==> src/hw/rtl/stereo_vu_meter_envelope_unit_assert.svh <==
// Assertion macros for the VU meter envelope unit.
// Each macro expects clk_i and rst_ni in scope.
`ifndef STEREO_VU_METER_ENVELOPE_UNIT_ASSERT_SVH
`define STEREO_VU_METER_ENVELOPE_UNIT_ASSERT_SVH

// Same-cycle implication.
`define SVU_ASSERT_NOW(label, pre, post) \
  label: assert property (@(posedge clk_i) disable iff (!rst_ni) (pre) |-> (post)) \
    else $error("svu assertion failed");

// Next-cycle implication.
`define SVU_ASSERT_NEXT(label, pre, post) \
  label: assert property (@(posedge clk_i) disable iff (!rst_ni) (pre) |=> (post)) \
    else $error("svu assertion failed");

`endif

==> src/hw/rtl/svu_pkg.sv <==
package svu_pkg;

  localparam int unsigned SampleW  = 10;
  localparam int unsigned LevelW   = 4;
  localparam int unsigned LedBarW  = 16;
  localparam int unsigned CfgIdxW  = 2;
  localparam int unsigned CfgDataW = 10;

  localparam logic [SampleW-1:0] BaselineRst  = 10'd512;
  localparam logic [SampleW-1:0] FullScaleRst = 10'd192;
  localparam logic [SampleW-1:0] NoiseRst     = 10'd2;

  typedef enum logic [CfgIdxW-1:0] {
    CFG_BASELINE_LEFT  = 2'd0,
    CFG_BASELINE_RIGHT = 2'd1,
    CFG_FULL_SCALE     = 2'd2,
    CFG_NOISE_FLOOR    = 2'd3
  } cfg_reg_e;

  typedef struct packed {
    logic [SampleW-1:0] left_sample;
    logic [SampleW-1:0] right_sample;
  } sample_t;

  typedef struct packed {
    logic [LevelW-1:0]  left_level;
    logic [LevelW-1:0]  right_level;
    logic [LedBarW-1:0] led_bar;
  } result_t;

  // One window entry holds both channel deviations.
  typedef struct packed {
    logic [SampleW-1:0] left_dev;
    logic [SampleW-1:0] right_dev;
  } dev_pair_t;

  function automatic logic [SampleW-1:0] rectify(logic [SampleW-1:0] s,
                                                 logic [SampleW-1:0] b);
    rectify = (s > b) ? (s - b) : (b - s);
  endfunction

endpackage

==> src/hw/rtl/stereo_vu_meter_envelope_unit.sv <==
// Stereo VU meter: each transfer of a left/right sample pair yields one result
// with both LED levels and the thermometer bar. The deviations are kept in a
// WINDOW_DEPTH-entry window memory with running sums; the mean and the LED
// scaling are each done by a bit-serial divider, one quotient bit per cycle,
// left and right in parallel. A new item is taken only once the result of the
// last one is stored in the output register, even while it still waits to be
// taken there, so input waits longer while the output stalls.
module stereo_vu_meter_envelope_unit #(
  parameter int unsigned WINDOW_DEPTH = 24,
  parameter int unsigned BAR_LEDS     = 16
) (
  input  logic                             clk_i,
  input  logic                             rst_ni,
  input  logic                             in_valid_i,
  output logic                             in_ready_o,
  input  svu_pkg::sample_t                 in_data_i,
  output logic                             out_valid_o,
  input  logic                             out_ready_i,
  output svu_pkg::result_t                 out_data_o,
  input  logic                             cfg_we_i,
  input  logic [svu_pkg::CfgIdxW-1:0]      cfg_idx_i,
  input  logic [svu_pkg::CfgDataW-1:0]     cfg_data_i
);
  import svu_pkg::*;

  localparam int unsigned HalfLeds = BAR_LEDS / 2;
  localparam int unsigned LvlW     = $clog2(HalfLeds + 1);
  localparam int unsigned SumW     = $clog2(WINDOW_DEPTH * 1023 + 1);
  localparam int unsigned FillW    = $clog2(WINDOW_DEPTH + 1);
  localparam int unsigned PosW     = (WINDOW_DEPTH > 1) ? $clog2(WINDOW_DEPTH) : 1;
  localparam int unsigned ProdW    = SampleW + LvlW;
  localparam int unsigned DivW     = (SumW > ProdW) ? SumW : ProdW;

  typedef enum logic [2:0] {
    ST_IDLE,
    ST_SUM,
    ST_MEAN_GO,
    ST_MEAN_WAIT,
    ST_SCALE_GO,
    ST_SCALE_WAIT,
    ST_OUT
  } state_e;

  state_e state_q;

  logic [SampleW-1:0] base_l_q, base_r_q, full_q, noise_q;
  logic [SampleW-1:0] dev_l_q, dev_r_q;
  logic [SampleW-1:0] mean_l_q, mean_r_q;
  logic               quiet_l_q, quiet_r_q;
  logic [LvlW-1:0]    lvl_l_q, lvl_r_q;
  logic [SumW-1:0]    sum_l_q, sum_r_q;
  logic [PosW-1:0]    pos_q;
  logic [FillW-1:0]   fill_q;
  logic               out_valid_q;
  result_t            out_data_q;

  logic               in_xfer;
  logic               window_full;
  dev_pair_t          rd_data;
  dev_pair_t          wr_data;
  logic [SampleW-1:0] old_l, old_r;
  logic               div_start;
  logic [DivW-1:0]    dvd_l, dvd_r;
  logic [SampleW-1:0] dvs;
  logic               done_l, done_r;
  logic [DivW-1:0]    quo_l, quo_r;
  logic [ProdW-1:0]   prod_l, prod_r;
  logic [LvlW-1:0]    sat_l, sat_r;
  result_t            bar_result;

  assign in_ready_o  = state_q == ST_IDLE;
  assign in_xfer     = in_valid_i && in_ready_o;
  assign window_full = fill_q == FillW'(WINDOW_DEPTH);

  // Slots not yet written since reset count as zero.
  assign old_l = window_full ? rd_data.left_dev  : '0;
  assign old_r = window_full ? rd_data.right_dev : '0;

  assign wr_data.left_dev  = dev_l_q;
  assign wr_data.right_dev = dev_r_q;

  svu_window_mem #(
    .Depth (WINDOW_DEPTH),
    .AddrW (PosW)
  ) u_window (
    .clk_i     (clk_i),
    .rd_en_i   (in_xfer),
    .rd_addr_i (pos_q),
    .rd_data_o (rd_data),
    .wr_en_i   (state_q == ST_SUM),
    .wr_addr_i (pos_q),
    .wr_data_i (wr_data)
  );

  assign prod_l = ProdW'(mean_l_q) * ProdW'(HalfLeds);
  assign prod_r = ProdW'(mean_r_q) * ProdW'(HalfLeds);

  assign div_start = (state_q == ST_MEAN_GO) || (state_q == ST_SCALE_GO);
  assign dvd_l = (state_q == ST_MEAN_GO) ? DivW'(sum_l_q) : DivW'(prod_l);
  assign dvd_r = (state_q == ST_MEAN_GO) ? DivW'(sum_r_q) : DivW'(prod_r);
  assign dvs   = (state_q == ST_MEAN_GO) ? SampleW'(fill_q) : full_q;

  svu_divider #(
    .DividendW (DivW),
    .DivisorW  (SampleW)
  ) u_div_left (
    .clk_i      (clk_i),
    .rst_ni     (rst_ni),
    .start_i    (div_start),
    .dividend_i (dvd_l),
    .divisor_i  (dvs),
    .done_o     (done_l),
    .quotient_o (quo_l)
  );

  svu_divider #(
    .DividendW (DivW),
    .DivisorW  (SampleW)
  ) u_div_right (
    .clk_i      (clk_i),
    .rst_ni     (rst_ni),
    .start_i    (div_start),
    .dividend_i (dvd_r),
    .divisor_i  (dvs),
    .done_o     (done_r),
    .quotient_o (quo_r)
  );

  // Clamp the scaled level to half the bar.
  assign sat_l = (quo_l > DivW'(HalfLeds)) ? LvlW'(HalfLeds) : quo_l[LvlW-1:0];
  assign sat_r = (quo_r > DivW'(HalfLeds)) ? LvlW'(HalfLeds) : quo_r[LvlW-1:0];

  svu_bar #(
    .HalfLeds (HalfLeds),
    .LvlW     (LvlW)
  ) u_bar (
    .left_lvl_i  (lvl_l_q),
    .right_lvl_i (lvl_r_q),
    .result_o    (bar_result)
  );

  always_ff @(posedge clk_i or negedge rst_ni) begin
    if (!rst_ni) begin
      state_q     <= ST_IDLE;
      base_l_q    <= BaselineRst;
      base_r_q    <= BaselineRst;
      full_q      <= FullScaleRst;
      noise_q     <= NoiseRst;
      sum_l_q     <= '0;
      sum_r_q     <= '0;
      pos_q       <= '0;
      fill_q      <= '0;
      out_valid_q <= 1'b0;
    end else begin
      if (cfg_we_i) begin
        unique case (cfg_reg_e'(cfg_idx_i))
          CFG_BASELINE_LEFT:  base_l_q <= cfg_data_i;
          CFG_BASELINE_RIGHT: base_r_q <= cfg_data_i;
          CFG_FULL_SCALE:     full_q   <= cfg_data_i;
          CFG_NOISE_FLOOR:    noise_q  <= cfg_data_i;
          default: ;
        endcase
      end

      // In ST_OUT the register either loads now or still holds the older result.
      out_valid_q <= (state_q == ST_OUT) || (out_valid_q && !out_ready_i);

      unique case (state_q)
        ST_IDLE: begin
          if (in_xfer) begin
            state_q <= ST_SUM;
          end
        end
        ST_SUM: begin
          sum_l_q <= sum_l_q - SumW'(old_l) + SumW'(dev_l_q);
          sum_r_q <= sum_r_q - SumW'(old_r) + SumW'(dev_r_q);
          pos_q   <= (pos_q == PosW'(WINDOW_DEPTH - 1)) ? '0 : pos_q + 1'b1;
          if (!window_full) begin
            fill_q <= fill_q + 1'b1;
          end
          state_q <= ST_MEAN_GO;
        end
        ST_MEAN_GO: begin
          state_q <= ST_MEAN_WAIT;
        end
        ST_MEAN_WAIT: begin
          if (done_l) begin
            state_q <= ST_SCALE_GO;
          end
        end
        ST_SCALE_GO: begin
          state_q <= ST_SCALE_WAIT;
        end
        ST_SCALE_WAIT: begin
          if (done_l) begin
            state_q <= ST_OUT;
          end
        end
        ST_OUT: begin
          // Hold the finished result until the output register frees up.
          if (!out_valid_q || out_ready_i) begin
            state_q <= ST_IDLE;
          end
        end
        default: state_q <= ST_IDLE;
      endcase
    end
  end

  always_ff @(posedge clk_i) begin
    if (in_xfer) begin
      dev_l_q <= rectify(in_data_i.left_sample, base_l_q);
      dev_r_q <= rectify(in_data_i.right_sample, base_r_q);
    end
    if (state_q == ST_MEAN_WAIT && done_l) begin
      mean_l_q <= quo_l[SampleW-1:0];
      mean_r_q <= quo_r[SampleW-1:0];
    end
    if (state_q == ST_SCALE_GO) begin
      quiet_l_q <= mean_l_q < noise_q;
      quiet_r_q <= mean_r_q < noise_q;
    end
    if (state_q == ST_SCALE_WAIT && done_l) begin
      lvl_l_q <= quiet_l_q ? '0 : sat_l;
      lvl_r_q <= quiet_r_q ? '0 : sat_r;
    end
    if (state_q == ST_OUT && (!out_valid_q || out_ready_i)) begin
      out_data_q <= bar_result;
    end
  end

  assign out_valid_o = out_valid_q;
  assign out_data_o  = out_data_q;

`include "stereo_vu_meter_envelope_unit_assert.svh"

  `SVU_ASSERT_NEXT(a_one_item_at_a_time, in_xfer, !in_ready_o)
  `SVU_ASSERT_NOW(a_fill_tracks_position, !window_full, pos_q == PosW'(fill_q))
  `SVU_ASSERT_NOW(a_dividers_in_step, done_l || done_r, done_l && done_r)
  `SVU_ASSERT_NOW(a_sum_bounded, 1'b1, sum_l_q <= SumW'(WINDOW_DEPTH * 1023))

endmodule

==> src/hw/rtl/svu_window_mem.sv <==
module svu_window_mem #(
  parameter int unsigned Depth = 24,
  parameter int unsigned AddrW = 5
) (
  input  logic               clk_i,
  input  logic               rd_en_i,
  input  logic [AddrW-1:0]   rd_addr_i,
  output svu_pkg::dev_pair_t rd_data_o,
  input  logic               wr_en_i,
  input  logic [AddrW-1:0]   wr_addr_i,
  input  svu_pkg::dev_pair_t wr_data_i
);
  import svu_pkg::*;

  dev_pair_t mem_q [Depth];
  dev_pair_t rd_data_q;

  always_ff @(posedge clk_i) begin
    if (wr_en_i) begin
      mem_q[wr_addr_i] <= wr_data_i;
    end
    if (rd_en_i) begin
      rd_data_q <= mem_q[rd_addr_i];
    end
  end

  assign rd_data_o = rd_data_q;

endmodule

==> src/hw/rtl/svu_divider.sv <==
module svu_divider #(
  parameter int unsigned DividendW = 16,
  parameter int unsigned DivisorW  = 10
) (
  input  logic                 clk_i,
  input  logic                 rst_ni,
  input  logic                 start_i,
  input  logic [DividendW-1:0] dividend_i,
  input  logic [DivisorW-1:0]  divisor_i,
  output logic                 done_o,
  output logic [DividendW-1:0] quotient_o
);
  import svu_pkg::*;

  localparam int unsigned CntW = $clog2(DividendW + 1);

  logic                 busy_q, busy_d;
  logic                 done_q, done_d;
  logic [CntW-1:0]      cnt_q, cnt_d;
  logic [DividendW-1:0] quo_q, quo_d;
  logic [DivisorW-1:0]  rem_q, rem_d;
  logic [DivisorW-1:0]  dvs_q, dvs_d;
  logic [DivisorW:0]    shifted;
  logic [DivisorW:0]    diff;
  logic                 ge;

  // One quotient bit per cycle, restoring form. A zero divisor yields all ones.
  assign shifted = {rem_q, quo_q[DividendW-1]};
  assign ge      = shifted >= {1'b0, dvs_q};
  assign diff    = shifted - {1'b0, dvs_q};

  always_comb begin
    busy_d = busy_q;
    done_d = 1'b0;
    cnt_d  = cnt_q;
    quo_d  = quo_q;
    rem_d  = rem_q;
    dvs_d  = dvs_q;
    if (start_i) begin
      busy_d = 1'b1;
      cnt_d  = CntW'(DividendW - 1);
      quo_d  = dividend_i;
      rem_d  = '0;
      dvs_d  = divisor_i;
    end else if (busy_q) begin
      quo_d = {quo_q[DividendW-2:0], ge};
      rem_d = ge ? diff[DivisorW-1:0] : shifted[DivisorW-1:0];
      cnt_d = cnt_q - 1'b1;
      if (cnt_q == '0) begin
        busy_d = 1'b0;
        done_d = 1'b1;
      end
    end
  end

  always_ff @(posedge clk_i or negedge rst_ni) begin
    if (!rst_ni) begin
      busy_q <= 1'b0;
      done_q <= 1'b0;
      cnt_q  <= '0;
    end else begin
      busy_q <= busy_d;
      done_q <= done_d;
      cnt_q  <= cnt_d;
    end
  end

  always_ff @(posedge clk_i) begin
    quo_q <= quo_d;
    rem_q <= rem_d;
    dvs_q <= dvs_d;
  end

  assign done_o     = done_q;
  assign quotient_o = quo_q;

endmodule

==> src/hw/rtl/svu_bar.sv <==
module svu_bar #(
  parameter int unsigned HalfLeds = 8,
  parameter int unsigned LvlW     = 4
) (
  input  logic [LvlW-1:0]  left_lvl_i,
  input  logic [LvlW-1:0]  right_lvl_i,
  output svu_pkg::result_t result_o
);
  import svu_pkg::*;

  localparam int unsigned WideW = 2 * HalfLeds + LedBarW;

  logic [WideW-1:0]       wide;
  logic [LvlW+LevelW-1:0] left_ext;
  logic [LvlW+LevelW-1:0] right_ext;

  // Left thermometer in the low half, right thermometer right above it.
  always_comb begin
    wide = '0;
    for (int i = 0; i < HalfLeds; i++) begin
      wide[i]            = LvlW'(i) < left_lvl_i;
      wide[HalfLeds + i] = LvlW'(i) < right_lvl_i;
    end
  end

  assign left_ext  = (LvlW + LevelW)'(left_lvl_i);
  assign right_ext = (LvlW + LevelW)'(right_lvl_i);

  assign result_o.left_level  = left_ext[LevelW-1:0];
  assign result_o.right_level = right_ext[LevelW-1:0];
  assign result_o.led_bar     = wide[LedBarW-1:0];

endmodule

==> config.mk <==
export PLATFORM = sky130hd
export DESIGN_NAME = stereo_vu_meter_envelope_unit
export DESIGN_NICKNAME = d
export VERILOG_FILES = /design/src/hw/rtl/svu_pkg.sv /design/src/hw/rtl/stereo_vu_meter_envelope_unit.sv /design/src/hw/rtl/svu_window_mem.sv /design/src/hw/rtl/svu_divider.sv /design/src/hw/rtl/svu_bar.sv
export VERILOG_INCLUDE_DIRS = /design/src /design/src/hw/rtl
export SDC_FILE = /design/constraint.sdc
export NUM_CORES = 1
export LEC_CHECK = 0
export ABC_AREA = 1
export BUFFER_PORTS_ARGS = -buffer_cell sky130_fd_sc_hd__buf_4
export CAP_MARGIN = 20
export CORE_AREA = 5 5 256 283
export DETAILED_ROUTE_END_ITERATION = 10
export DIE_AREA = 0 0 261 288
export GPL_TIMING_DRIVEN = 0
export HOLD_SLACK_MARGIN = 0.03
export PLACE_DENSITY = 0.65
export SLEW_MARGIN = 20
export SYNTH_ARGS = -nofsm -noshare
export SYNTH_HDL_FRONTEND = slang
export SYNTH_SLANG_ARGS = --single-unit
export TNS_END_PERCENT = 10
==> constraint.sdc <==
create_clock -name clk_i -period 5.8 [get_ports clk_i]
set_input_delay 1.16 -clock clk_i [delete_from_list [all_inputs] [get_ports clk_i]]
set_output_delay 1.16 -clock clk_i [all_outputs]
set_load 0.03 [all_outputs]
# After elaboration in Yosys (flattened, before gate mapping)
# Memory sizes are Yosys's and may differ from the RTL's. A register that Yosys moved wholly into a read port is not among the register bits.
# Index checks and enable logic that the tools add are counted.
[word_totals]
register_bits = 229
mem_bits_rw = 480
in_bits = 37
output_inout_bits = 26
wordCells = 149
n_memories = 1
[mem_list]
columns = ["memory", "depth", "width", "rd", "rd_ports_with_merged_regs", "wr", "line", "text"]
rows = [
  ["u_window.mem_q", 24, 20, 1, 1, 1, "svu_window_mem.sv:15", "dev_pair_t mem_q [Depth];"],
]
[op_classes]
n_addsub = 14
order_cmp = 24
n_eq_ne = 15
muxes = 36
bitwise = 1
reduce_logical = 24
[ops]
columns = ["op", "n"]
rows = [
  ["two-way mux 15 bit", 6],
  ["two-way mux 10 bit", 6],
  ["subtractor 10 bit", 6],
  ["< comparator 3 x 4 -> 1 bit, first input constant", 8],
  ["adder 15 x 10 -> 15 bit", 2],
  ["> comparator 15 x 4 -> 1 bit, second input constant", 2],
  ["subtractor 15 x 10 -> 15 bit", 2],
  ["two-way mux 4 bit", 6],
  ["greater-or-equal comparator 11 x 10 -> 1 bit", 2],
  ["case mux 3 bit (7 select lines)", 1],
  ["> comparator 10 bit", 2],
  ["< comparator 10 bit", 2],
  ["< comparator 1 x 4 -> 1 bit, first input constant", 4],
  ["< comparator 2 x 4 -> 1 bit, first input constant", 4],
  ["two-way mux 3 bit", 4],
  ["two-way mux 1 bit", 11],
  ["adder 5 x 1 -> 5 bit, second input constant", 2],
  ["equality test 5 bit, second input constant", 2],
  ["two-way mux 5 bit", 2],
  ["AND reduction 2 bit", 5],
  ["equality test 3 bit, second input constant", 3],
  ["logical NOT 4 bit", 2],
  ["!= test 2 x 1 -> 1 bit, second input constant", 4],
  ["subtractor 4 x 1 -> 4 bit, second input constant", 2],
  ["other kinds (13)", 24],
]

# Longest topological paths before layout
# Gate-level depths: netlist of run 1.
[depth]
depth_word = 4
mapped_depth = 19
depth_no_buf = 18

# Modules after synthesis
# From an unflattened synthesis of run 1, not the netlist that was laid out.
[unflattened]
hier_cells = 3938
area_unflattened_um2 = 37218.2
[by_module_without_submodules]
columns = ["mod", "instances", "cells_per_inst", "area_per_inst_um2", "seq_area_each_um2"]
rows = [
  ["svu_window_mem", 1, 1844, 20953.8, 15014.4],
  ["stereo_vu_meter_envelope_unit", 1, 1489, 11299.6, 4330.4],
  ["svu_divider", 2, 284, 2383.5, 1101.1],
  ["svu_bar", 1, 37, 197.7, 0.0],
]

# Least setup slack after synthesis of run 1
# No wires, ideal clock.
[synth_path]
kind = "input-to-reg"
from = "input in_valid_i"
to = "register dev_l_q[0], enable pin"
setup_ns = 0.487
arrival_time_ns = 3.951
required_ns = 5.313
path_slack_ns = 1.362
cell_stages = 2
path_buffers = 0
path_cell_list = "inv_1 > nor3_1"
[synth_between]
elab_chain_len = 1
[synth_rtl]
columns = ["item", "line", "text"]
rows = [
  ["from (decl)", "stereo_vu_meter_envelope_unit.sv:14", "input logic in_valid_i,"],
  ["logical AND 1 bit", "stereo_vu_meter_envelope_unit.sv:72", "assign in_xfer = in_valid_i && in_ready_o;"],
  ["named net in_xfer", "stereo_vu_meter_envelope_unit.sv:57", "logic in_xfer;"],
  ["to (signal assigned)", "stereo_vu_meter_envelope_unit.sv:212", "dev_l_q <= rectify(in_data_i.left_sample, base_l_q);"],
  ["to (decl)", "stereo_vu_meter_envelope_unit.sv:47", "logic [SampleW-1:0] dev_l_q, dev_r_q;"],
]
# The timed path passes the listed nets, and every way through them passes these cells.
# A chain may end at the register's enable or synchronous reset.

# Worst setup path in the final report of run 1
[layout_path]
from = "register pos_q[1]"
to = "memory u_window.mem_q[5][14] (netlist name), enable pin"
[layout_rtl]
columns = ["item", "line", "text"]
rows = [
  ["from (decl)", "stereo_vu_meter_envelope_unit.sv:52", "logic [PosW-1:0] pos_q;"],
  ["from (signal assigned)", "stereo_vu_meter_envelope_unit.sv:177", "pos_q <= (pos_q == PosW'(WINDOW_DEPTH - 1)) ? '0 : pos_q + 1'b1;"],
  ["to (decl)", "svu_window_mem.sv:15", ""],
]
# No word-level cell before the write port.

==> summary.txt, run 1 <==
STA
----------------------------------------------------------------------------------------
Fmax ......................................................................      290 MHz
Unrepaired setup endpoints after global routing ...........................           no
Clk_skew ..................................................................    0.0325 ns
Final clock period utilization by the worst path ..........................        59.5%
Final number of setup-violating endpoints .................................            0
Final Hold Violating Endpoints ............................................            0
Relative slew margins .....................................................        21.6%
Transition time at the pin with the least slew margin .....................      1.18 ns
Post-route setup slack ....................................................      2.35 ns
Final Slew Violations .....................................................            0
Setup TNS after final layout ..............................................         0 ns
Tmin final ................................................................      3.45 ns

ROUTE
----------------------------------------------------------------------------------------
Sum of routed wire length over all layers .................................     92900 um
Post-route DRC ............................................................            0
Starting DRT DRC Count ....................................................         2505
Number of vias in the routed layout .......................................        24716
Routed len/inst ...........................................................      20.5 um
Initial DRT Pass Iterations ...............................................            5
Vias per std cell .........................................................         5.46
Antenna Nets Post-Route ...................................................            0

MIN PATH
----------------------------------------------------------------------------------------
Classification of the worst-slack hold path ............................... flip-flop to flip-flop
Worst hold path stage count ...............................................            0
Min-delay src ............................................................. u_div_right.quotient_o[8]
Endpoint of the worst hold-timing path ....................................  mean_r_q[8]

PLACEMENT
----------------------------------------------------------------------------------------
Total half-perimeter wirelength after legalization and detailed placement .     63900 um
Global placement routability congestion ...................................        0.915
Placed Instances ..........................................................         4379
Worst slack at placement ..................................................      2.43 ns
Count of input and output buffers .........................................           62

POWER AND IR DROP
----------------------------------------------------------------------------------------
Leakage power .............................................................      15.6 nW
Total power consumption of the routed design ..............................      20.8 mW
Power density over the cells ..............................................  533 nW/um^2
Worst VDD drop ............................................................     0.294 mV

WORST SETUP PATH
----------------------------------------------------------------------------------------
Type of the worst setup path .............................................. flip-flop to flip-flop
Reg-to-reg critical path startpoint .......................................     pos_q[1]
Worst flop-to-flop path endpoint .......................................... u_window.mem_q[5][14]
Setup crit end kind .......................................................    flip-flop
Crit Path Max Fanout ......................................................           20
Worst Reg2Reg Path Length in Cells ........................................            7
Data required time of the worst path ......................................      6.05 ns
Setup crit start kind .....................................................    flip-flop
Data arrival time of the worst path .......................................      3.70 ns
R2R setup slack ...........................................................      2.35 ns

GLOBAL ROUTING
----------------------------------------------------------------------------------------
Residual overflow from global routing .....................................            0
Number of global-route vias before repair .................................        24010
Initial antenna violation count ...........................................            2
Global-route wire length before repair ....................................    140000 um
Largest net degree at the start of global routing .........................           96
Total global routing track utilization ....................................        24.4%

CELLS AND AREA
----------------------------------------------------------------------------------------
Number of nets in the layout ..............................................         3702
Most frequent cells in the layout ......................................... 617 x sky130_fd_sc_hd__nand2_1, 612 x sky130_fd_sc_hd__edfxtp_1, 416 x sky130_fd_sc_hd__nor2_1, 388 x sky130_fd_sc_hd__inv_1, 373 x sky130_fd_sc_hd__o21ai_0
Final Instance Count excl. Fillers ........................................         4523
Ratio of cells with drive above 1 in the final layout .....................        8.11%
Commonest non-fill, non-tap cell in the layout ............................ sky130_fd_sc_hd__nand2_1
Growth of design area from synthesis to finish ............................        14.0%

FLOORPLAN
----------------------------------------------------------------------------------------
Die ar. ...................................................................  75200 sq um
Vertical extent of the die ................................................       288 um
Number of core rows .......................................................          102
Boundary pin count ........................................................           63
Horizontal extent of the die ..............................................       261 um
Initial Utilization .......................................................        49.3%
Core region area ..........................................................  69600 sq um

YOSYS
----------------------------------------------------------------------------------------
Largest cells by area after synthesis ..................................... sky130_fd_sc_hd__edfxtp_1 54%, sky130_fd_sc_hd__nand2_1 6.8%, sky130_fd_sc_hd__dfrtp_1 6.6%
Net count of the mapped netlist ...........................................         3538
Post-synth cell types .....................................................           44
Number of synthesized register bits .......................................          727
Area share of the largest cell type after synthesis .......................        53.6%
Synth async-reset ratio ...................................................        13.1%
Number of enable flip-flop cells after synthesis ..........................          612
Largest area contributor in the synthesized netlist ....................... sky130_fd_sc_hd__edfxtp_1
Sequential share of the synthesized area ..................................        61.7%
Yosys warning total .......................................................            0
Synthesized instance count ................................................         3361
Mean Syn Cell Area ........................................................   10.2 sq um
Netlist area before placement .............................................  34300 sq um
Dominant synthesized flop cell ............................................ sky130_fd_sc_hd__edfxtp_1

CLOCK NETWORK
----------------------------------------------------------------------------------------
Resized cells post-CTS ....................................................            0
Clock latency on the worst-skew pair ......................................      0.65 ns
Total number of H-tree levels .............................................            3
Setup repair bufs after CTS ...............................................            0
Cell at the root of the clock tree ........................................ sky130_fd_sc_hd__clkbuf_16
Post-CTS Hold Fix Bufs ....................................................            0
Number of clock buffers inserted by TritonCTS .............................           78
Clock-pin transition on the worst setup and hold timing paths .............      0.06 ns
TritonCTS clock tree ......................................................         done
Sink Count ................................................................          727
Number of buffers on the longest clock path ...............................            3

JOB
----------------------------------------------------------------------------------------
Number of maximum-capacitance constraint violations .......................            0

OUTCOME
----------------------------------------------------------------------------------------
Result of the run ......................................................... finished, final reports clean

through the flow:
| stage | cell area [sq um] | hold WS, ns | utilization [%] |
|---|---|---|---|
| after floorplan | 34300 | 0.426 | - |
| after CTS | 39000 | 0.465 | 56.1 |
| after global placement | 35900 | 0.431 | 51.6 |
| after global routing | 39100 | 0.475 | 56.2 |
| after detailed placement | 36500 | 0.441 | 52.4 |
| final | 39100 | 0.466 | 56.2 |
flip-flops by register name, summed over array words and instances, names as in the netlist, 10 cells and up:
signal	cells
out_data_o	22
mean_r_q	10
base_r_q	10
mean_l_q	10
dev_l_q	10
u_div_right.rem_q	10
u_window.rd_data_o	20
base_l_q	10
noise_q	10
sum_r_q	15
u_div_right.quotient_o	15
u_div_left.rem_q	10
u_div_left.dvs_q	10
dev_r_q	10
u_div_left.quotient_o	15
u_window.mem_q	480
sum_l_q	15
full_q	10
how the worst max path moves through the flow:
stage,start,to,slack [ns],cells past startpoint
finish,pos_q[1],u_window.mem_q[5][14],2.35,7
global route,pos_q[1],u_window.mem_q[5][11],2.20,7
CTS,pos_q[0],u_window.mem_q[2][6],2.40,7
detailed placement,pos_q[0],u_window.mem_q[2][16],2.43,7
global placement,in_valid_i,dev_l_q[9],-0.1,3
floorplan,in_valid_i,dev_l_q[0],1.36,2
metal layers:
metal | GRT usage, % | share of wire [%]
met4 | 10.7 | 4.4
met2 | 41.8 | 49
met1 | 31.2 | 40
met3 | 3.46 | 6.9
met5 | 0 | 0
critical path, cell delays in order, from the launching register on:
cell,delay [ns]
sky130_fd_sc_hd__dfrtp_1,0.40
sky130_fd_sc_hd__clkbuf_1,0.23
sky130_fd_sc_hd__inv_1,0.17
sky130_fd_sc_hd__buf_2,0.33
sky130_fd_sc_hd__clkbuf_1,0.51
sky130_fd_sc_hd__ha_1,0.25
sky130_fd_sc_hd__nand2_1,0.34
sky130_fd_sc_hd__nor2_4,0.81
Yosys cell counts (all sizes together) (73+ instances only):
cell      n
a21oi    79
clkbuf  101
dfrtp    90
edfxtp  612
ha      114
inv     392
nand2   617
nand3   140
nor2    442
o21ai   389
o22ai    73
layout make-up:
cell class / instances / area, sq um
Multi-Input combinational cell: 2093 / 11200
Tap cell: 936 / 1170
Timing Repair Buffer: 84 / 845
Inverter: 393 / 1480
Fill cell: 5898 / 30500
Sequential cell: 727 / 21200
Buffer: 148 / 641
Antenna cell: 1 / 2.50
Clock buffer: 102 / 2150
Clock inverter: 39 / 433
power breakdown:
part / leakage, nW / internal, mW / switching (mW)
sequential: 6.90 / 6.71 / 0.586
combinational: 7.42 / 2.68 / 5.81
clock: 1.27 / 2.91 / 2.11
cells by family after synthesis:
family | count (synthesis) | share of synthesized area [%]
DFF | 727 | 61.7
and+or+nand+nor | 1286 | 15.3
xor gates and xnor gates | 45 | 1.15
AOI/OAI and AO/OA | 622 | 9.99
buffers and inverters | 541 | 6.17
adders and majority gates | 140 | 5.68
No activity file was read; power rests on OpenSTA's default activity.
==> run 2, diff against run 1 <==
Clock period 5.8 ns to 3.4 ns, I/O delays scaled along.
==> summary.txt, run 2 (synthesis results as in run 1) <==
STA
----------------------------------------------------------------------------------------
Clk_skew ..................................................................    0.0350 ns
Final clock period utilization by the worst path ..........................        99.7%
Transition time at the pin with the least slew margin .....................      1.21 ns
Final number of setup-violating endpoints .................................            0
Relative slew margins .....................................................        19.3%
Tmin final ................................................................      3.39 ns
Post-route setup slack ....................................................    0.0119 ns
Final Slew Violations .....................................................            0
Unrepaired setup endpoints after global routing ...........................          yes
Fmax ......................................................................      295 MHz
Final Hold Violating Endpoints ............................................            0

CLOCK NETWORK
----------------------------------------------------------------------------------------
Number of clock buffers inserted by TritonCTS .............................           78
Sink Count ................................................................          727
TritonCTS clock tree ......................................................         done
Total number of H-tree levels .............................................            3
Number of buffers on the longest clock path ...............................            3
Clock latency on the worst-skew pair ......................................      0.64 ns
Cell at the root of the clock tree ........................................ sky130_fd_sc_hd__clkbuf_16
Clock-pin transition on the worst setup and hold timing paths .............      0.06 ns
Post-CTS Hold Fix Bufs ....................................................            0

ROUTE
----------------------------------------------------------------------------------------
Sum of routed wire length over all layers .................................     93500 um
Post-route DRC ............................................................            0
Antenna Nets Post-Route ...................................................            0
Vias per std cell .........................................................         5.48
Starting DRT DRC Count ....................................................         2389
Routed len/inst ...........................................................      20.7 um
Initial DRT Pass Iterations ...............................................            5
Number of vias in the routed layout .......................................        24795

PLACEMENT
----------------------------------------------------------------------------------------
Count of input and output buffers .........................................           62
Total half-perimeter wirelength after legalization and detailed placement .     64300 um
Global placement routability congestion ...................................        0.908
Worst slack at placement ..................................................    0.0240 ns

WORST SETUP PATH
----------------------------------------------------------------------------------------
Cell-by-cell listing of the critical path ................................. buf_4 -> clkinv_1 -> buf_2 -> clkbuf_1 -> ha_1 -> nand2_1 -> nor2_4
Setup crit start kind .....................................................    flip-flop
Type of the worst setup path .............................................. flip-flop to flip-flop
Critical Path Sink ........................................................ u_window.mem_q[4][9]
Reg-to-reg critical path startpoint .......................................     pos_q[0]
Worst Reg2Reg Path Length in Cells ........................................            7
Crit Path Max Fanout ......................................................           20
Critical Path Start .......................................................     pos_q[0]
Data required time of the worst path ......................................      3.65 ns
Data arrival time of the worst path .......................................      3.64 ns
Cell type group with the largest total delay on the critical path ......... buffers and inverters
Worst flop-to-flop path endpoint .......................................... u_window.mem_q[4][9]
Sum of buffers and inverters on the critical path .........................            4
R2R setup slack ...........................................................      0.01 ns
Setup crit end kind .......................................................    flip-flop
WP depth ..................................................................            7
Delay contributed by the slowest stage of the critical path ...............      0.76 ns
Library cell contributing the largest single delay on the critical path ... sky130_fd_sc_hd__nor2_4

FLOORPLAN
----------------------------------------------------------------------------------------
Die ar. ...................................................................  75200 sq um
Horizontal extent of the die ..............................................       261 um
Initial Utilization .......................................................        49.3%
Number of core rows .......................................................          102
Vertical extent of the die ................................................       288 um
Boundary pin count ........................................................           63
Core region area ..........................................................  69600 sq um

MIN PATH
----------------------------------------------------------------------------------------
Classification of the worst-slack hold path ............................... primary input to asynchronous set/reset pin

CELLS AND AREA
----------------------------------------------------------------------------------------
Core Util, Final ..........................................................        56.1%
Commonest non-fill, non-tap cell in the layout ............................ sky130_fd_sc_hd__nand2_1
Diode insertion count for antenna repair ..................................            0
Growth of design area from synthesis to finish ............................        13.9%
Ratio of cells with drive above 1 in the final layout .....................        8.30%
Max reg flops .............................................................          480
Register with the most flip-flops ......................................... u_window.mem_q
Most frequent cells in the layout ......................................... 617 x sky130_fd_sc_hd__nand2_1, 612 x sky130_fd_sc_hd__edfxtp_1, 416 x sky130_fd_sc_hd__nor2_1, 384 x sky130_fd_sc_hd__inv_1, 373 x sky130_fd_sc_hd__o21ai_0
Number of nets in the layout ..............................................         3708

POWER AND IR DROP
----------------------------------------------------------------------------------------
Power density over the cells ..............................................  901 nW/um^2
Leakage power .............................................................      15.6 nW
Worst VDD drop ............................................................     0.454 mV

GLOBAL ROUTING
----------------------------------------------------------------------------------------
Global-route wire length before repair ....................................    141000 um
Total global routing track utilization ....................................        24.5%
Initial antenna violation count ...........................................            1
Number of global-route vias before repair .................................        24267
Residual overflow from global routing .....................................            0
Largest net degree at the start of global routing .........................           96

JOB
----------------------------------------------------------------------------------------
Number of maximum-capacitance constraint violations .......................            0

OUTCOME
----------------------------------------------------------------------------------------
Result of the run ......................................................... finished, final reports clean

## run 2: changes by cell type in the layout (fill, tap and decap cells not counted), sizes merged
cell / delta
clkinv: +14
clkbuf: -6
buf: +5
inv: -4
bufinv: -3
diode: -1
## run 2: routing by layer
metal / GRT usage, % / part of all wire, %
met2: 42.5 / 49
met3: 3.70 / 7.2
met5: 0 / 0
met4: 10.1 / 4.5
met1: 30.8 / 39
## run 2: area by class of cell
type / count / area, sq um
Timing Repair Buffer: 90 / 932
Fill cell: 5946 / 30500
Tap cell: 936 / 1170
Sequential cell: 727 / 21200
Clock inverter: 46 / 390
Multi-Input combinational cell: 2093 / 11200
Buffer: 148 / 644
Inverter: 393 / 1480
Clock buffer: 95 / 2070
## run 2: power breakdown
group | internal [mW] | switching [mW]
registers | 11.4 | 0.946
logic | 4.60 | 9.97
clock network | 4.61 | 3.61
total | 20.7 | 14.5
## run 2: stage by stage
stage               hold slack (ns)  cells  instance area (sq um)  setup TNS [ns]  power, mW
floorplan                     0.384   3361                  34300               0       22.0
global placement              0.433   4359                  35900         -330.70       26.5
detailed placement            0.434   4381                  36500               0       26.9
CTS                           0.200   4522                  39000               0       35.1
global route                  0.207   4528                  39000           -1.27       37.6
finish                        0.121   4528                  39000               0       35.2
## run 2: how the worst min path moves through the flow
stage | from | endpoint | slack [ns] | depth (start not counted)
floorplan | rst_ni | base_l_q[0] | 0.38 | 0
global placement | u_div_left.quotient_o[8] | mean_l_q[8] | 0.43 | 0
detailed placement | u_div_right.quotient_o[8] | mean_r_q[8] | 0.43 | 0
CTS | rst_ni | pos_q[1] | 0.20 | 1
global route | rst_ni | sum_l_q[12] | 0.21 | 1
finish | rst_ni | sum_l_q[12] | 0.12 | 1
## run 2: what timing repair did
item	CTS	global route
gates resized for setup	1	8
pin swaps	3	2
setup endpoints to repair	22	49
setup buffers	0	4
==> run 3, diff against run 2 <==
Settings changed: CORE_AREA 5 5 256 283 to 2 2 253 280, DIE_AREA 0 0 261 288 to 0 0 255 282.
==> summary.txt, run 3 (synthesis results as in run 1) <==
STA
----------------------------------------------------------------------------------------
Tmin final ................................................................      3.26 ns
Setup TNS after final layout ..............................................         0 ns
Final Slew Violations .....................................................            0
Transition time at the pin with the least slew margin .....................      1.17 ns
Clk_skew ..................................................................    0.0410 ns
Final Hold Violating Endpoints ............................................            0
Relative slew margins .....................................................        22.1%
Final number of setup-violating endpoints .................................            0
Final clock period utilization by the worst path ..........................        96.0%
Fmax ......................................................................      306 MHz

WORST SETUP PATH
----------------------------------------------------------------------------------------
Library cell contributing the largest single delay on the critical path ... sky130_fd_sc_hd__nor2_4
Type of the worst setup path .............................................. flip-flop to flip-flop
Worst Reg2Reg Path Length in Cells ........................................            7
Setup crit end kind .......................................................    flip-flop
Data arrival time of the worst path .......................................      3.52 ns
Critical Path Start .......................................................   state_q[2]
Setup crit start kind .....................................................    flip-flop
Data required time of the worst path ......................................      3.66 ns
Reg-to-reg critical path startpoint .......................................   state_q[2]
Delay contributed by the slowest stage of the critical path ...............      0.77 ns
Crit Path Max Fanout ......................................................           20
Cell-by-cell listing of the critical path ................................. buf_2 -> inv_1 -> nand2_1 -> nor2_2 -> buf_2 -> nand2_1 -> nor2_4

ROUTE
----------------------------------------------------------------------------------------
Number of vias in the routed layout .......................................        24881
Post-route DRC ............................................................            0
Vias per std cell .........................................................         5.51
Sum of routed wire length over all layers .................................     93500 um
Routed len/inst ...........................................................      20.7 um
Starting DRT DRC Count ....................................................         2301
Initial DRT Pass Iterations ...............................................            5
Antenna Nets Post-Route ...................................................            0

MIN PATH
----------------------------------------------------------------------------------------
Classification of the worst-slack hold path ............................... primary input to asynchronous set/reset pin

POWER AND IR DROP
----------------------------------------------------------------------------------------
Worst VDD drop ............................................................     0.453 mV
Leakage power .............................................................      15.5 nW
Power density over the cells ..............................................  909 nW/um^2

PLACEMENT
----------------------------------------------------------------------------------------
Placement Cell Area .......................................................  36300 sq um
Count of input and output buffers .........................................           62
Total half-perimeter wirelength after legalization and detailed placement .     63300 um
Global placement routability congestion ...................................        0.926

FLOORPLAN
----------------------------------------------------------------------------------------
Initial Utilization .......................................................        49.8%
Number of core rows .......................................................          101
Die ar. ...................................................................  71900 sq um
Core region area ..........................................................  68900 sq um
Horizontal extent of the die ..............................................       255 um
Boundary pin count ........................................................           63
Vertical extent of the die ................................................       282 um

GLOBAL ROUTING
----------------------------------------------------------------------------------------
GR Layer Usage met2 .......................................................        45.6%
Most heavily used metal layer in global routing ...........................         met2
Global-route wire length before repair ....................................    140000 um
Residual overflow from global routing .....................................            0
Largest net degree at the start of global routing .........................           96
Total global routing track utilization ....................................        26.0%
Met1 track utilization from global routing ................................        32.1%
Met3 capacity usage during global routing .................................        3.47%
Initial antenna violation count ...........................................            2
Number of global-route vias before repair .................................        24208

CELLS AND AREA
----------------------------------------------------------------------------------------
Sequential cell area ......................................................  21200 sq um
Combined area of the multi-input logic cells ..............................  11200 sq um
Most frequent cells in the layout ......................................... 617 x sky130_fd_sc_hd__nand2_1, 612 x sky130_fd_sc_hd__edfxtp_1, 416 x sky130_fd_sc_hd__nor2_1, 388 x sky130_fd_sc_hd__inv_1, 373 x sky130_fd_sc_hd__o21ai_0
Register with the most flip-flops ......................................... u_window.mem_q
Number of nets in the layout ..............................................         3700
Max reg flops .............................................................          480
Commonest non-fill, non-tap cell in the layout ............................ sky130_fd_sc_hd__nand2_1
Core Util, Final ..........................................................        56.6%
Diode insertion count for antenna repair ..................................            0
Growth of design area from synthesis to finish ............................        13.6%
Number of filler cells placed in the layout ...............................         5971
Final standard cell area without fillers ..................................  38900 sq um
Ratio of cells with drive above 1 in the final layout .....................        8.11%

CLOCK NETWORK
----------------------------------------------------------------------------------------
TritonCTS clock tree ......................................................         done
Clock latency on the worst-skew pair ......................................      0.65 ns
Cell at the root of the clock tree ........................................ sky130_fd_sc_hd__clkbuf_16
Number of clock buffers inserted by TritonCTS .............................           78
Total number of H-tree levels .............................................            3
Sink Count ................................................................          727
Clock-pin transition on the worst setup and hold timing paths .............      0.06 ns
Number of buffers on the longest clock path ...............................            3

OUTCOME
----------------------------------------------------------------------------------------
Result of the run ......................................................... finished, final reports clean

JOB
----------------------------------------------------------------------------------------
Number of maximum-capacitance constraint violations .......................            0

==> run 3: metal layers <==
layer	part of all wire, %	wire length (um)	vias to the layer above
met2	50	46500	956
li1	-	-	11754
met5	0	0	-
met1	39	36800	11967
met3	6.4	5940	204
met4	4.7	4390	0
==> run 3: path summary, 6_finish.rpt <==
check	end	slack [ns]
max	u_window.mem_q[17][16]	0.14
min	sum_l_q[12]	0.11
max reg2reg	u_window.mem_q[17][16]	0.14
min reg2reg	mean_l_q[7]	0.45
max in group asynchronous	fill_q[4]	2.60
min in group clk_i	out_valid_o	0.32
==> run 3: timing repair <==
action | in CTS | in global routing
resized for setup | 1 | 8
endpoints found under the setup margin | 168 | 239
buffers inserted | 0 | 5
cloned | 0 | 0
pin swaps | 4 | 1
hold buffers | 0 | 0
==> run 3: through the flow <==
stage          power (mW)  setup WS [ns]  instances  hold slack [ns]
4_1_cts              35.3         0.0254       4506            0.166
6_report             35.4          0.136       4515            0.111
3_3_place_gp         26.5          -1.27       4350            0.431
3_5_place_dp         26.9        -0.0107       4361            0.435
2_1_floorplan        22.0          0.549       3361            0.384
5_1_grt              37.6       -0.00217       4515            0.177
==> run 3: worst max-delay path: cells and delay by family, from the launching register on <==
family | cells | cell delay, ns
and+or+nand+nor | 4 | 1.77
buffers and inverters | 3 | 0.71
DFF | 1 | 0.37
==> run 3: power breakdown <==
part / internal, mW / leakage, nW / total (mW) / switching (mW)
Clock: 4.77 / 1.24 / 8.40 / 3.63
Combinational: 4.57 / 7.40 / 14.6 / 10.0
Sequential: 11.4 / 6.90 / 12.4 / 0.943
==> run 3: cell type report <==
cell class                 instances  area share [%]
inverter                         393            3.79
clock buffer                     104            5.56
clock inverter                    41           0.977
timing repair buffer              82            1.96
tap                              927            2.98
multi-input combinational       2093            28.7
buffer                           148            1.66
sequential                       727            54.3
